$ cat src/rtl/earliest_free_worker_scheduler_unit_defines.svh
// ----------------------------------------------------------------------------
// Assertion macros for the earliest free worker scheduler
// Concurrent property shorthands clocked on clk_i and disabled in reset.
// ----------------------------------------------------------------------------
`ifndef EARLIEST_FREE_WORKER_SCHEDULER_UNIT_DEFINES_SVH
`define EARLIEST_FREE_WORKER_SCHEDULER_UNIT_DEFINES_SVH

// Same-cycle implication.
`define EFWS_ASSERT_NOW(label, ante, cons) \
  label: assert property (@(posedge clk_i) disable iff (!rst_ni) (ante) |-> (cons)) \
    else $error("efws assertion failed");

// Next-cycle implication.
`define EFWS_ASSERT_NEXT(label, ante, cons) \
  label: assert property (@(posedge clk_i) disable iff (!rst_ni) (ante) |=> (cons)) \
    else $error("efws assertion failed");

`endif

$ cat src/rtl/efws_pkg.sv
// ----------------------------------------------------------------------------
// Earliest free worker scheduler package
// Shared widths, reset values and controller/datapath interface types.
// ----------------------------------------------------------------------------
package efws_pkg;

  localparam int unsigned TIME_W          = 63;
  localparam int unsigned DUR_W           = 30;
  localparam int unsigned ID_W            = 4;
  localparam int unsigned CFG_W           = 5;
  localparam int unsigned DEF_NUM_WORKERS = 16;

  localparam logic [CFG_W-1:0] CFG_RESET = 5'd16;

  typedef struct packed {
    logic load;
    logic compare;
    logic update;
  } cmd_t;

  typedef struct packed {
    logic last;
  } status_t;

endpackage

$ cat src/rtl/efws_ram.sv
// ----------------------------------------------------------------------------
// Generic RAM
// One write port and one read port with registered read data.
// ----------------------------------------------------------------------------
module efws_ram #(
  parameter int unsigned WIDTH = 8,
  parameter int unsigned DEPTH = 16,
  localparam int unsigned AW = (DEPTH > 1) ? $clog2(DEPTH) : 1
) (
  input  logic             clk_i,
  input  logic             we_i,
  input  logic [AW-1:0]    waddr_i,
  input  logic [WIDTH-1:0] wdata_i,
  input  logic [AW-1:0]    raddr_i,
  output logic [WIDTH-1:0] rdata_o
);

  logic [WIDTH-1:0] mem_q [DEPTH];
  logic [WIDTH-1:0] rdata_q;

  always_ff @(posedge clk_i) begin
    if (we_i) begin
      mem_q[waddr_i] <= wdata_i;
    end
    rdata_q <= mem_q[raddr_i];
  end

  assign rdata_o = rdata_q;

endmodule

$ cat src/rtl/efws_ctrl.sv
// ----------------------------------------------------------------------------
// Scheduler controller
// Sequences the accept, scan and update steps of one job.
// ----------------------------------------------------------------------------
module efws_ctrl (
  input  logic             clk_i,
  input  logic             rst_ni,
  input  logic             start,
  output logic             busy,
  input  efws_pkg::status_t status_i,
  output efws_pkg::cmd_t    cmd_o,
  output logic             done_o
);

  import efws_pkg::*;

  typedef enum logic [2:0] {
    ST_IDLE   = 3'b001,
    ST_SCAN   = 3'b010,
    ST_UPDATE = 3'b100
  } state_e;

  state_e state_q, state_d;
  logic   done_q;

  always_comb begin
    state_d = state_q;
    cmd_o   = '0;
    case (state_q)
      ST_IDLE: begin
        if (start) begin
          cmd_o.load = 1'b1;
          state_d    = ST_SCAN;
        end
      end
      ST_SCAN: begin
        cmd_o.compare = 1'b1;
        if (status_i.last) begin
          state_d = ST_UPDATE;
        end
      end
      ST_UPDATE: begin
        cmd_o.update = 1'b1;
        state_d      = ST_IDLE;
      end
      default: begin
        state_d = ST_IDLE;
      end
    endcase
  end

  always_ff @(posedge clk_i or negedge rst_ni) begin
    if (!rst_ni) begin
      state_q <= ST_IDLE;
      done_q  <= 1'b0;
    end else begin
      state_q <= state_d;
      done_q  <= cmd_o.update;
    end
  end

  assign busy   = (state_q != ST_IDLE);
  assign done_o = done_q;

endmodule

$ cat src/rtl/efws_dpath.sv
// ----------------------------------------------------------------------------
// Scheduler datapath
// Free time memory, sequential minimum scan and saturating update.
// ----------------------------------------------------------------------------
module efws_dpath #(
  parameter int unsigned NUM_WORKERS = efws_pkg::DEF_NUM_WORKERS
) (
  input  logic                        clk_i,
  input  logic                        rst_ni,
  input  efws_pkg::cmd_t               cmd_i,
  output efws_pkg::status_t            status_o,
  input  logic [efws_pkg::CFG_W-1:0]  workers_in_use_i,
  input  logic [efws_pkg::DUR_W-1:0]  job_duration_i,
  output logic [efws_pkg::ID_W-1:0]   worker_id_o,
  output logic [efws_pkg::TIME_W-1:0] start_time_o
);

  import efws_pkg::*;

  localparam int unsigned IDX_W = (NUM_WORKERS > 1) ? $clog2(NUM_WORKERS) : 1;

  logic [IDX_W-1:0]       last_idx;
  logic [IDX_W-1:0]       idx_q, cmp_idx_q;
  logic [DUR_W-1:0]       dur_q;
  logic [IDX_W-1:0]       best_id_q;
  logic [TIME_W-1:0]      best_time_q;
  logic [ID_W-1:0]        worker_id_q;
  logic [TIME_W-1:0]      start_time_q;
  logic [NUM_WORKERS-1:0] valid_q;
  logic                   valid_rd_q;
  logic [TIME_W-1:0]      rd_data;
  logic [TIME_W-1:0]      cur_time;
  logic [TIME_W:0]        sum;
  logic [TIME_W-1:0]      new_time;

  always_comb begin
    if (workers_in_use_i == '0) begin
      last_idx = '0;
    end else if (int'(workers_in_use_i) > NUM_WORKERS) begin
      last_idx = IDX_W'(NUM_WORKERS - 1);
    end else begin
      last_idx = IDX_W'(workers_in_use_i - 5'd1);
    end
  end

  efws_ram #(
    .WIDTH (TIME_W),
    .DEPTH (NUM_WORKERS)
  ) u_ram (
    .clk_i   (clk_i),
    .we_i    (cmd_i.update),
    .waddr_i (best_id_q),
    .wdata_i (new_time),
    .raddr_i (idx_q),
    .rdata_o (rd_data)
  );

  assign cur_time = valid_rd_q ? rd_data : '0;
  assign sum      = {1'b0, best_time_q} + (TIME_W + 1)'(dur_q);
  assign new_time = sum[TIME_W] ? '1 : sum[TIME_W-1:0];

  assign status_o.last = (cmp_idx_q == last_idx);

  always_ff @(posedge clk_i or negedge rst_ni) begin
    if (!rst_ni) begin
      idx_q      <= '0;
      cmp_idx_q  <= '0;
      valid_q    <= '0;
      valid_rd_q <= 1'b0;
    end else begin
      cmp_idx_q  <= idx_q;
      valid_rd_q <= valid_q[idx_q];
      if (cmd_i.update) begin
        idx_q              <= '0;
        valid_q[best_id_q] <= 1'b1;
      end else if ((cmd_i.load || cmd_i.compare) && (idx_q != last_idx)) begin
        idx_q <= idx_q + 1'b1;
      end
    end
  end

  always_ff @(posedge clk_i) begin
    if (cmd_i.load) begin
      dur_q <= job_duration_i;
    end
    if (cmd_i.compare && ((cmp_idx_q == '0) || (cur_time < best_time_q))) begin
      best_time_q <= cur_time;
      best_id_q   <= cmp_idx_q;
    end
    if (cmd_i.update) begin
      worker_id_q  <= ID_W'(best_id_q);
      start_time_q <= best_time_q;
    end
  end

  assign worker_id_o  = worker_id_q;
  assign start_time_o = start_time_q;

endmodule

$ cat src/rtl/earliest_free_worker_scheduler_unit.sv
// ----------------------------------------------------------------------------
// Earliest free worker scheduler
// Assigns each job to the worker that becomes free first.
// ----------------------------------------------------------------------------
// A job duration is taken when start is high and busy is low. The block scans
// the free times of the workers in use, one worker per cycle from the free
// time memory, picks the earliest (lowest number on ties) and adds the
// duration to that worker's free time, saturating at the maximum.
// The result word (worker_id_o, start_time_o) is shown for one cycle with
// done_o high, after the scan of the workers in use and the update step that
// follow the accepting edge. A new job can be accepted in the done_o cycle,
// but not before: one job is done before the next one is taken.
// The results cannot be held off by the receiver.
// The workers-in-use register is written through cfg_valid_i/cfg_ready_o,
// always ready, and should be written only while the block is idle.
// Reset clears every free time to zero through per-worker valid bits, with
// no clearing pass, and sets the register to sixteen workers.
// ----------------------------------------------------------------------------
`include "earliest_free_worker_scheduler_unit_defines.svh"

module earliest_free_worker_scheduler_unit #(
  parameter int unsigned NUM_WORKERS = efws_pkg::DEF_NUM_WORKERS
) (
  input  logic                        clk_i,
  input  logic                        rst_ni,
  input  logic                        start,
  output logic                        busy,
  input  logic [efws_pkg::DUR_W-1:0]  job_duration_i,
  output logic                        done_o,
  output logic [efws_pkg::ID_W-1:0]   worker_id_o,
  output logic [efws_pkg::TIME_W-1:0] start_time_o,
  input  logic                        cfg_valid_i,
  output logic                        cfg_ready_o,
  input  logic [efws_pkg::CFG_W-1:0]  cfg_data_i
);

  import efws_pkg::*;

  cmd_t             cmd;
  status_t          status;
  logic [CFG_W-1:0] workers_in_use_q;

  assign cfg_ready_o = 1'b1;

  always_ff @(posedge clk_i or negedge rst_ni) begin
    if (!rst_ni) begin
      workers_in_use_q <= CFG_RESET;
    end else if (cfg_valid_i && cfg_ready_o) begin
      workers_in_use_q <= cfg_data_i;
    end
  end

  efws_ctrl u_ctrl (
    .clk_i    (clk_i),
    .rst_ni   (rst_ni),
    .start    (start),
    .busy     (busy),
    .status_i (status),
    .cmd_o    (cmd),
    .done_o   (done_o)
  );

  efws_dpath #(
    .NUM_WORKERS (NUM_WORKERS)
  ) u_dpath (
    .clk_i            (clk_i),
    .rst_ni           (rst_ni),
    .cmd_i            (cmd),
    .status_o         (status),
    .workers_in_use_i (workers_in_use_q),
    .job_duration_i   (job_duration_i),
    .worker_id_o      (worker_id_o),
    .start_time_o     (start_time_o)
  );

  `EFWS_ASSERT_NEXT(a_accept_busy, start && !busy, busy)
  `EFWS_ASSERT_NOW(a_done_idle, done_o, !busy)
  `EFWS_ASSERT_NEXT(a_done_single, done_o, !done_o)
  `EFWS_ASSERT_NOW(a_cmd_onehot, 1'b1, $onehot0({cmd.load, cmd.compare, cmd.update}))

endmodule

$ cat config.mk
export PLATFORM = sky130hd
export DESIGN_NAME = earliest_free_worker_scheduler_unit
export DESIGN_NICKNAME = d
export VERILOG_FILES = /design/src/rtl/efws_pkg.sv /design/src/rtl/efws_ram.sv /design/src/rtl/efws_ctrl.sv /design/src/rtl/efws_dpath.sv /design/src/rtl/earliest_free_worker_scheduler_unit.sv
export VERILOG_INCLUDE_DIRS = /design/src /design/src/rtl
export SDC_FILE = /design/constraint.sdc
export NUM_CORES = 1
export LEC_CHECK = 0
export BUFFER_PORTS_ARGS = -buffer_cell sky130_fd_sc_hd__buf_2
export CAP_MARGIN = 20
export CELL_PAD_IN_SITES_DETAIL_PLACEMENT = 0
export CELL_PAD_IN_SITES_GLOBAL_PLACEMENT = 1
export CORE_MARGIN = 2
export CORE_UTILIZATION = 55
export DETAILED_ROUTE_END_ITERATION = 16
export PLACE_DENSITY = 0.79
export SLEW_MARGIN = 5
export SYNTH_ARGS = -nofsm -noshare
export SYNTH_HDL_FRONTEND = slang
export SYNTH_HIERARCHICAL = 1
export SYNTH_SLANG_ARGS = --single-unit
$ cat constraint.sdc
create_clock -name clk_i -period 15.5 [get_ports clk_i]
set_input_delay 2.325 -clock clk_i [delete_from_list [all_inputs] [get_ports clk_i]]
set_output_delay 2.325 -clock clk_i [all_outputs]
set_load 0.01 [all_outputs]
## Word-level counts from Yosys, hierarchy flattened

Memory sizes are Yosys's and may differ from the RTL's. A register that Yosys moved wholly into a read port is not among the register bits.
Index checks and enable logic that the tools add are counted.

| cells by class | value |
|---|---|
| order comparisons | 5 |
| bitwise logic cells | 1 |
| reductions and logical operators | 9 |
| equality and inequality tests | 8 |
| multiplexer cells | 19 |
| $add $sub $neg | 3 |

Operators by type and width:

| cell | count |
|---|---|
| 2-to-1 mux 63 bit | 2 |
| adder 63 x 30 -> 64 bit | 1 |
| less-than comparator 63 bit | 1 |
| 2-to-1 mux 4 bit | 4 |
| OR 16 bit | 1 |
| less-than comparator 4 x 5 -> 1 bit, second input constant | 2 |
| 2-to-1 mux 1 bit | 8 |
| 2-to-1 mux 3 bit | 2 |
| one-hot mux 3 bit (2 select lines) | 1 |
| > comparator 5 bit, second input constant | 1 |
| logical NOT 5 bit | 1 |
| adder 4 x 1 -> 4 bit, second input constant | 1 |
| binary-select mux 1 bit (select 4 bit) | 1 |
| demux 1 bit (select 4 bit) | 1 |
| equality test 4 bit | 1 |
| >= comparator 4 x 1 -> 1 bit, second input constant | 1 |
| logical NOT 4 bit | 1 |
| inequality test 2 bit, second input constant | 2 |
| inequality test 4 bit | 1 |
| subtractor 4 x 1 -> 4 bit, second input constant | 1 |
| equality test 3 x 1 -> 1 bit, second input constant | 1 |
| equality test 3 x 2 -> 1 bit, second input constant | 1 |
| equality test 3 bit, second input constant | 1 |
| logical AND 1 bit | 3 |
| other kinds (4) | 5 |

| storage, ports and cells | value |
|---|---|
| memories | 1 |
| output and inout port bits | 70 |
| bits of input ports | 39 |
| register bits after elaboration | 198 |
| logic and storage cells | 58 |
| bits in writable memories | 1008 |

Memories:

| memory | depth | width | rd ports | clocked after Yosys merged registers in | write ports | line | text |
|---|---|---|---|---|---|---|---|
| u_dpath.u_ram.mem_q | 16 | 63 | 1 | 1 | 1 | efws_ram.sv:18 | `logic [WIDTH-1:0] mem_q [DEPTH];` |

## Depth between registers and ports, before layout

| depth | value |
|---|---|
| word-level depth | 7 |
| gate-level depth with buffers | 12 |
| depth with buffers taken out | 10 |

## Cells and area by module

Netlist, hierarchy kept.

By module, submodules not included:

| module | instances | area an instance (um^2) | cells an instance | seq. area each (um^2) |
|---|---|---|---|---|
| efws_ram | 1 | 38989.9 | 1622 | 31530.2 |
| efws_dpath | 1 | 10826.6 | 964 | 5550.3 |
| earliest_free_worker_scheduler_unit | 1 | 193.9 | 12 | 126.4 |
| efws_ctrl | 1 | 180.2 | 12 | 101.3 |

## Least setup slack after synthesis

Ideal clock, no wire load.

| path | value |
|---|---|
| kind | reg-to-reg |
| from | register u_ctrl.state_q[2] |
| to | memory u_dpath/u_ram/mem_q[12][0] in the netlist's numbering, enable pin |
| period minus slack after synthesis | 11.449 ns |
| cell stages (with the launch flop) | 4 |
| setup time | 0.561 ns |
| path buffers | 0 |
| required time | 14.939 ns |
| arrival | 10.888 ns |
| setup slack | 4.051 ns |
| cell sequence | dfrtp_1 -> nor3b_1 -> nand3_1 -> nor3_1 |

RTL lines:

| element | line | text |
|---|---|---|
| start: declaration | efws_ctrl.sv:23 | `state_e state_q, state_d;` |
| start signal: assignment | efws_ctrl.sv:57 | `state_q <= state_d;` |
| end: declaration | efws_ram.sv:18 |  |

## Worst setup path in the final report

| path | value |
|---|---|
| from | register u_dpath.valid_rd_q |
| to | register u_dpath.best_time_q[48], enable pin |

| on the way | value |
|---|---|
| cells in the longest elaborated chain, start to end | 4 |

Ends and longest elaborated chain:

| element | line | text |
|---|---|---|
| start: declaration | efws_dpath.sv:30 | `logic valid_rd_q;` |
| start signal: assignment | efws_dpath.sv:72 | `valid_rd_q <= valid_q[idx_q];` |
| 2-to-1 mux 63 bit | efws_dpath.sv:58 | `assign cur_time = valid_rd_q ? rd_data : '0;` |
| net u_dpath.cur_time[48] | efws_dpath.sv:32 | `logic [TIME_W-1:0] cur_time;` |
| less-than comparator 63 bit | efws_dpath.sv:86 | `if (cmd_i.compare && ((cmp_idx_q == '0) \|\| (cur_time < best_time_q))) begin` |
| logical OR 1 bit | efws_dpath.sv:86 |  |
| logical AND 1 bit | efws_dpath.sv:86 |  |
| end signal: assignment | efws_dpath.sv:87 | `best_time_q <= cur_time;` |
| end: declaration | efws_dpath.sv:26 | `logic [TIME_W-1:0] best_time_q;` |

The timed path passes the listed nets, and every way through them passes these cells.
A chain may end at the register's enable or synchronous reset.

==> results.txt <==
----------------------------------------------------
[Outcome]
  Result of the run ... finished clean

[CTS]
  Number of buffers inserted during clock tree synthesis ... 131
  Post-cts gate resize count ... 0
  Number of setup buffers added after CTS ... 0
  Bufs on Longest Clock Path ... 3
  Depth of the CTS H-tree ... 4
  Number of clock sinks seen by CTS ... 1,269
  Worst-skew pair later-pin latency ... 0.73 ns
  Clock input transition at the sequential cells of the worst setup and hold paths ... 0.06 ns
  Post-CTS Hold Fix Bufs ... 0
  Clock tree from TritonCTS ... yes
  Root buf cell ... clkbuf_16

[Route]
  WL final ... 121,000 um
  Ratio of routed vias to standard cells ... 6.41
  Remaining routing DRC violations ... 0
  Number of nets still failing antenna checks after routing ... 0
  First DRT Iteration DRCs ... 2,988
  Wirelength per Cell ... 29.7 um
  Overall via count from detail_route ... 26,100
  First-pass detailed-route iteration total ... 7

[Synthesis]
  Number of synthesized flops with an enable pin ... 1,172
  Synth area leaders ... edfxtp_1, mux4_2, dfxtp_1, ha_1, a22oi_1
  Post-synth design cell area ... 0.0502 mm2
  Warnings, synthesis ... 6
  Synth top area share ... 0.701
  Post-synthesis async set-or-reset flop share ... 0.0268
  Number of cells produced by synthesis ... 2,610
  Synth Flop Type ... edfxtp_1
  Net count after synthesis ... 2,744
  Leading area contributor after synthesis ... edfxtp_1
  Avg Inst Size Synth ... 19.2 um2
  Seq/Total Area, Yosys ... 0.743
  Count of different cell masters after synthesis ... 81
  Total of flip-flops plus latches after synthesis ... 1,269

[Global route]
  Global-route congestion overflow total ... 0
  Via count of the first global-routing pass ... 26,100
  First-pass GRT wire length ... 176,000 um
  Global router's overall resource usage ... 0.263
  Number of antenna violations at the first check in global routing ... 4
  Pin count of the biggest net entering global routing ... 155

[Timing]
  Final critical-path setup slack ... 10.50 ns
  Crit share post-route ... 0.322
  Number of slew-limit violations in the final report ... 0
  Final-report hold violation count ... 0
  Worst-case clock skew ... 0.0257 ns
  Relative slew slack ... 0.268
  Setup Viol. Count Final ... 0
  Unrepaired setup endpoints after global routing ... false
  Transition time at the pin with the least slew margin ... 1.10 ns
  Worst hold slack across all endpoints ... 0.469 ns
  Top achievable clock speed ... 200 MHz
  Min Tclk post-route ... 5.00 ns
  Post-Route Setup TNS ... 0 ns

[Floorplanning]
  Total Die Area ... 0.0937 mm2
  I/O pins ... 109
  Chip width ... 306 um
  Initial Util ... 0.556
  Std-Cell Core Area ... 0.0903 mm2
  Die height ... 306 um
  Std-Cell Rows ... 110

[Worst setup path]
  Critical path type ... flip-flop to flip-flop
  Kind of start point of the critical path ... flip-flop
  Endpoint class of the critical path ... flip-flop
  Critical path arrival ... 5.34 ns
  Highest fanout seen on the critical path ... 63
  Data required time of the critical path ... 15.84 ns

[Final layout]
  Total number of nets in the final design ... 2,932
  Area added between synthesis and finish ... 12.4%
  Fraction of final layout cells sized beyond drive strength 1 ... 0.233
  Count of antenna diodes in the layout ... 0

[Place]
  Number of I/O port buffers ... 107
  Final RePlAce weighted congestion ... 0.873
  Post-detailed-placement half-perimeter wirelength ... 65,800 um
  Worst setup timing slack at the placement stage ... 10.47 ns

[Power and ir drop]
  LEAKAGE ... 19.3 nW
  PwrDens ... 173 mW/mm2
  Largest vdd supply drop ... 0.142 mV

[Worst hold path]
  Kind of path behind the tightest hold check ... flip-flop to flip-flop

[Job]
  Number of violations of the max-capacitance limit ... 0

----------------------------------------------------
metrics by stage:
stage	cells	area, um2	utilization	total power, W
after global routing	4075	56400	0.625	0.0102
after detailed placement	3840	52200	0.578	0.00680
after CTS	4074	56400	0.625	0.00984
after global placement	3840	52200	0.578	0.00673
after floorplan	2610	50200	-	0.00615
final	4075	56400	0.625	0.00978
where the power goes:
part / total [W] / leakage (nW) / switching (W) / internal [W]
clock network: 0.00305 / 2.06 / 0.00125 / 0.00180
logic: 0.00228 / 5.71 / 0.00137 / 0.000912
registers: 0.00445 / 11.5 / 0.000166 / 0.00429
total: 0.00978 / 19.3 / 0.00278 / 0.00700
cell usage after synthesis (3+ instances only):
cell type / n
edfxtp_1: 1172
mux4_2: 257
nand2_1: 154
a22oi_1: 127
ha_1: 94
inv_1: 74
and2_1: 66
dfxtp_1: 63
clkbuf_1: 57
a21oi_1: 54
nor2_1: 51
a21o_1: 45
o21ai_0: 37
dfrtp_1: 32
nand3_1: 29
nand4_1: 25
xnor2_1: 25
buf_2: 21
nor3_1: 21
xor2_1: 20
buf_6: 16
o21bai_1: 14
mux2_2: 12
buf_4: 10
and3_1: 8
nor2b_1: 8
nor4_1: 7
or3_1: 7
buf_1: 6
a211oi_1: 5
nand2b_1: 5
o211ai_1: 5
o21a_1: 5
a31o_2: 4
mux2_1: 4
nand3b_1: 4
nor3b_1: 4
o31ai_1: 4
a31oi_1: 3
o22ai_1: 3
final cells by class:
cell class	count	area [um2]
tap	1176	1470
multi-input combinational	1157	12200
fill	6214	33900
timing repair buffer	165	996
clock buffer	187	3750
clock inverter	47	427
sequential	1269	37300
inverter	74	278
flip-flops by register name (all words and copies together), names as in the netlist, 5 cells and up:
register and flops:
u_dpath/dur_q 30, u_dpath/valid_q 16, u_dpath/start_time_o 63, workers_in_use_q 5, u_dpath/best_time_q 63, u_dpath/u_ram/rdata_o 63
u_dpath/u_ram/mem_q 1008
routing by layer:
metal  wire length (um)  GRT usage  vias up
met1              48400      0.377    13600
met4               4060     0.0950        2
met5                 13          0        -
met3              11100     0.0512      239
li1                   -          -    10900
met2              57400      0.410     1321
worst max-delay path, stage by stage, from the launching register on:
cell	delay (ns)
dfrtp_2	0.33
buf_4	0.56
and2_1	0.25
ha_1	0.25
a21o_1	0.19
a21o_1	0.17
a21o_1	0.18
a221o_1	0.30
a2111oi_0	0.44
o221a_2	0.31
o21a_1	0.12
o31a_2	0.73
buf_4	0.63
kinds of logic (layout without fill, tap and decap cells):
logic type,count (synthesis),after routing,share of synthesized area
buf+inv,184,473,0.0174
compound gates,334,334,0.0473
other cells,1,1,0.0000747
flops,1269,1269,0.743
fa+ha+maj,97,97,0.0242
xor+xnor,45,45,0.00785
mux,275,275,0.119
simple gates,405,405,0.0404
path summary, 6_finish.rpt:
| check | from | end | slack (ns) | cells after the start |
|---|---|---|---|---|
| min in group asynchronous | rst_ni | u_dpath/valid_q[13]$_DFFE_PN0P_ | 1.68 | 1 |
| setup reg to reg | u_dpath/valid_rd_q$_DFF_PN0_ | u_dpath/best_time_q[48]$_DFFE_PP_ | 10.50 | 12 |
| setup / recovery | u_dpath/valid_rd_q$_DFF_PN0_ | u_dpath/best_time_q[48]$_DFFE_PP_ | 10.50 | 12 |
| hold / removal | u_dpath/valid_q[0]$_DFFE_PN0P_ | u_dpath/valid_q[0]$_DFFE_PN0P_ | 0.47 | 1 |
| max in group asynchronous | rst_ni | u_dpath/idx_q[1]$_DFFE_PN0P_ | 13.26 | 1 |
| hold reg to reg | u_dpath/valid_q[0]$_DFFE_PN0P_ | u_dpath/valid_q[0]$_DFFE_PN0P_ | 0.47 | 1 |
layout by cell type, fill, tap and decap left out, drive strengths merged, types with 25 or more instances in the layout:
cell type / instances
a21o: 45
nand2: 155
and2: 66
xnor2: 25
nand4: 26
nor2: 51
edfxtp: 1172
o21ai: 40
clkbuf: 187
ha: 94
buf: 165
mux4: 257
nand3: 29
dfxtp: 63
inv: 78
a21oi: 57
a22oi: 127
clkinv: 35
dfrtp: 32
(Power assumes the default switching activity.)
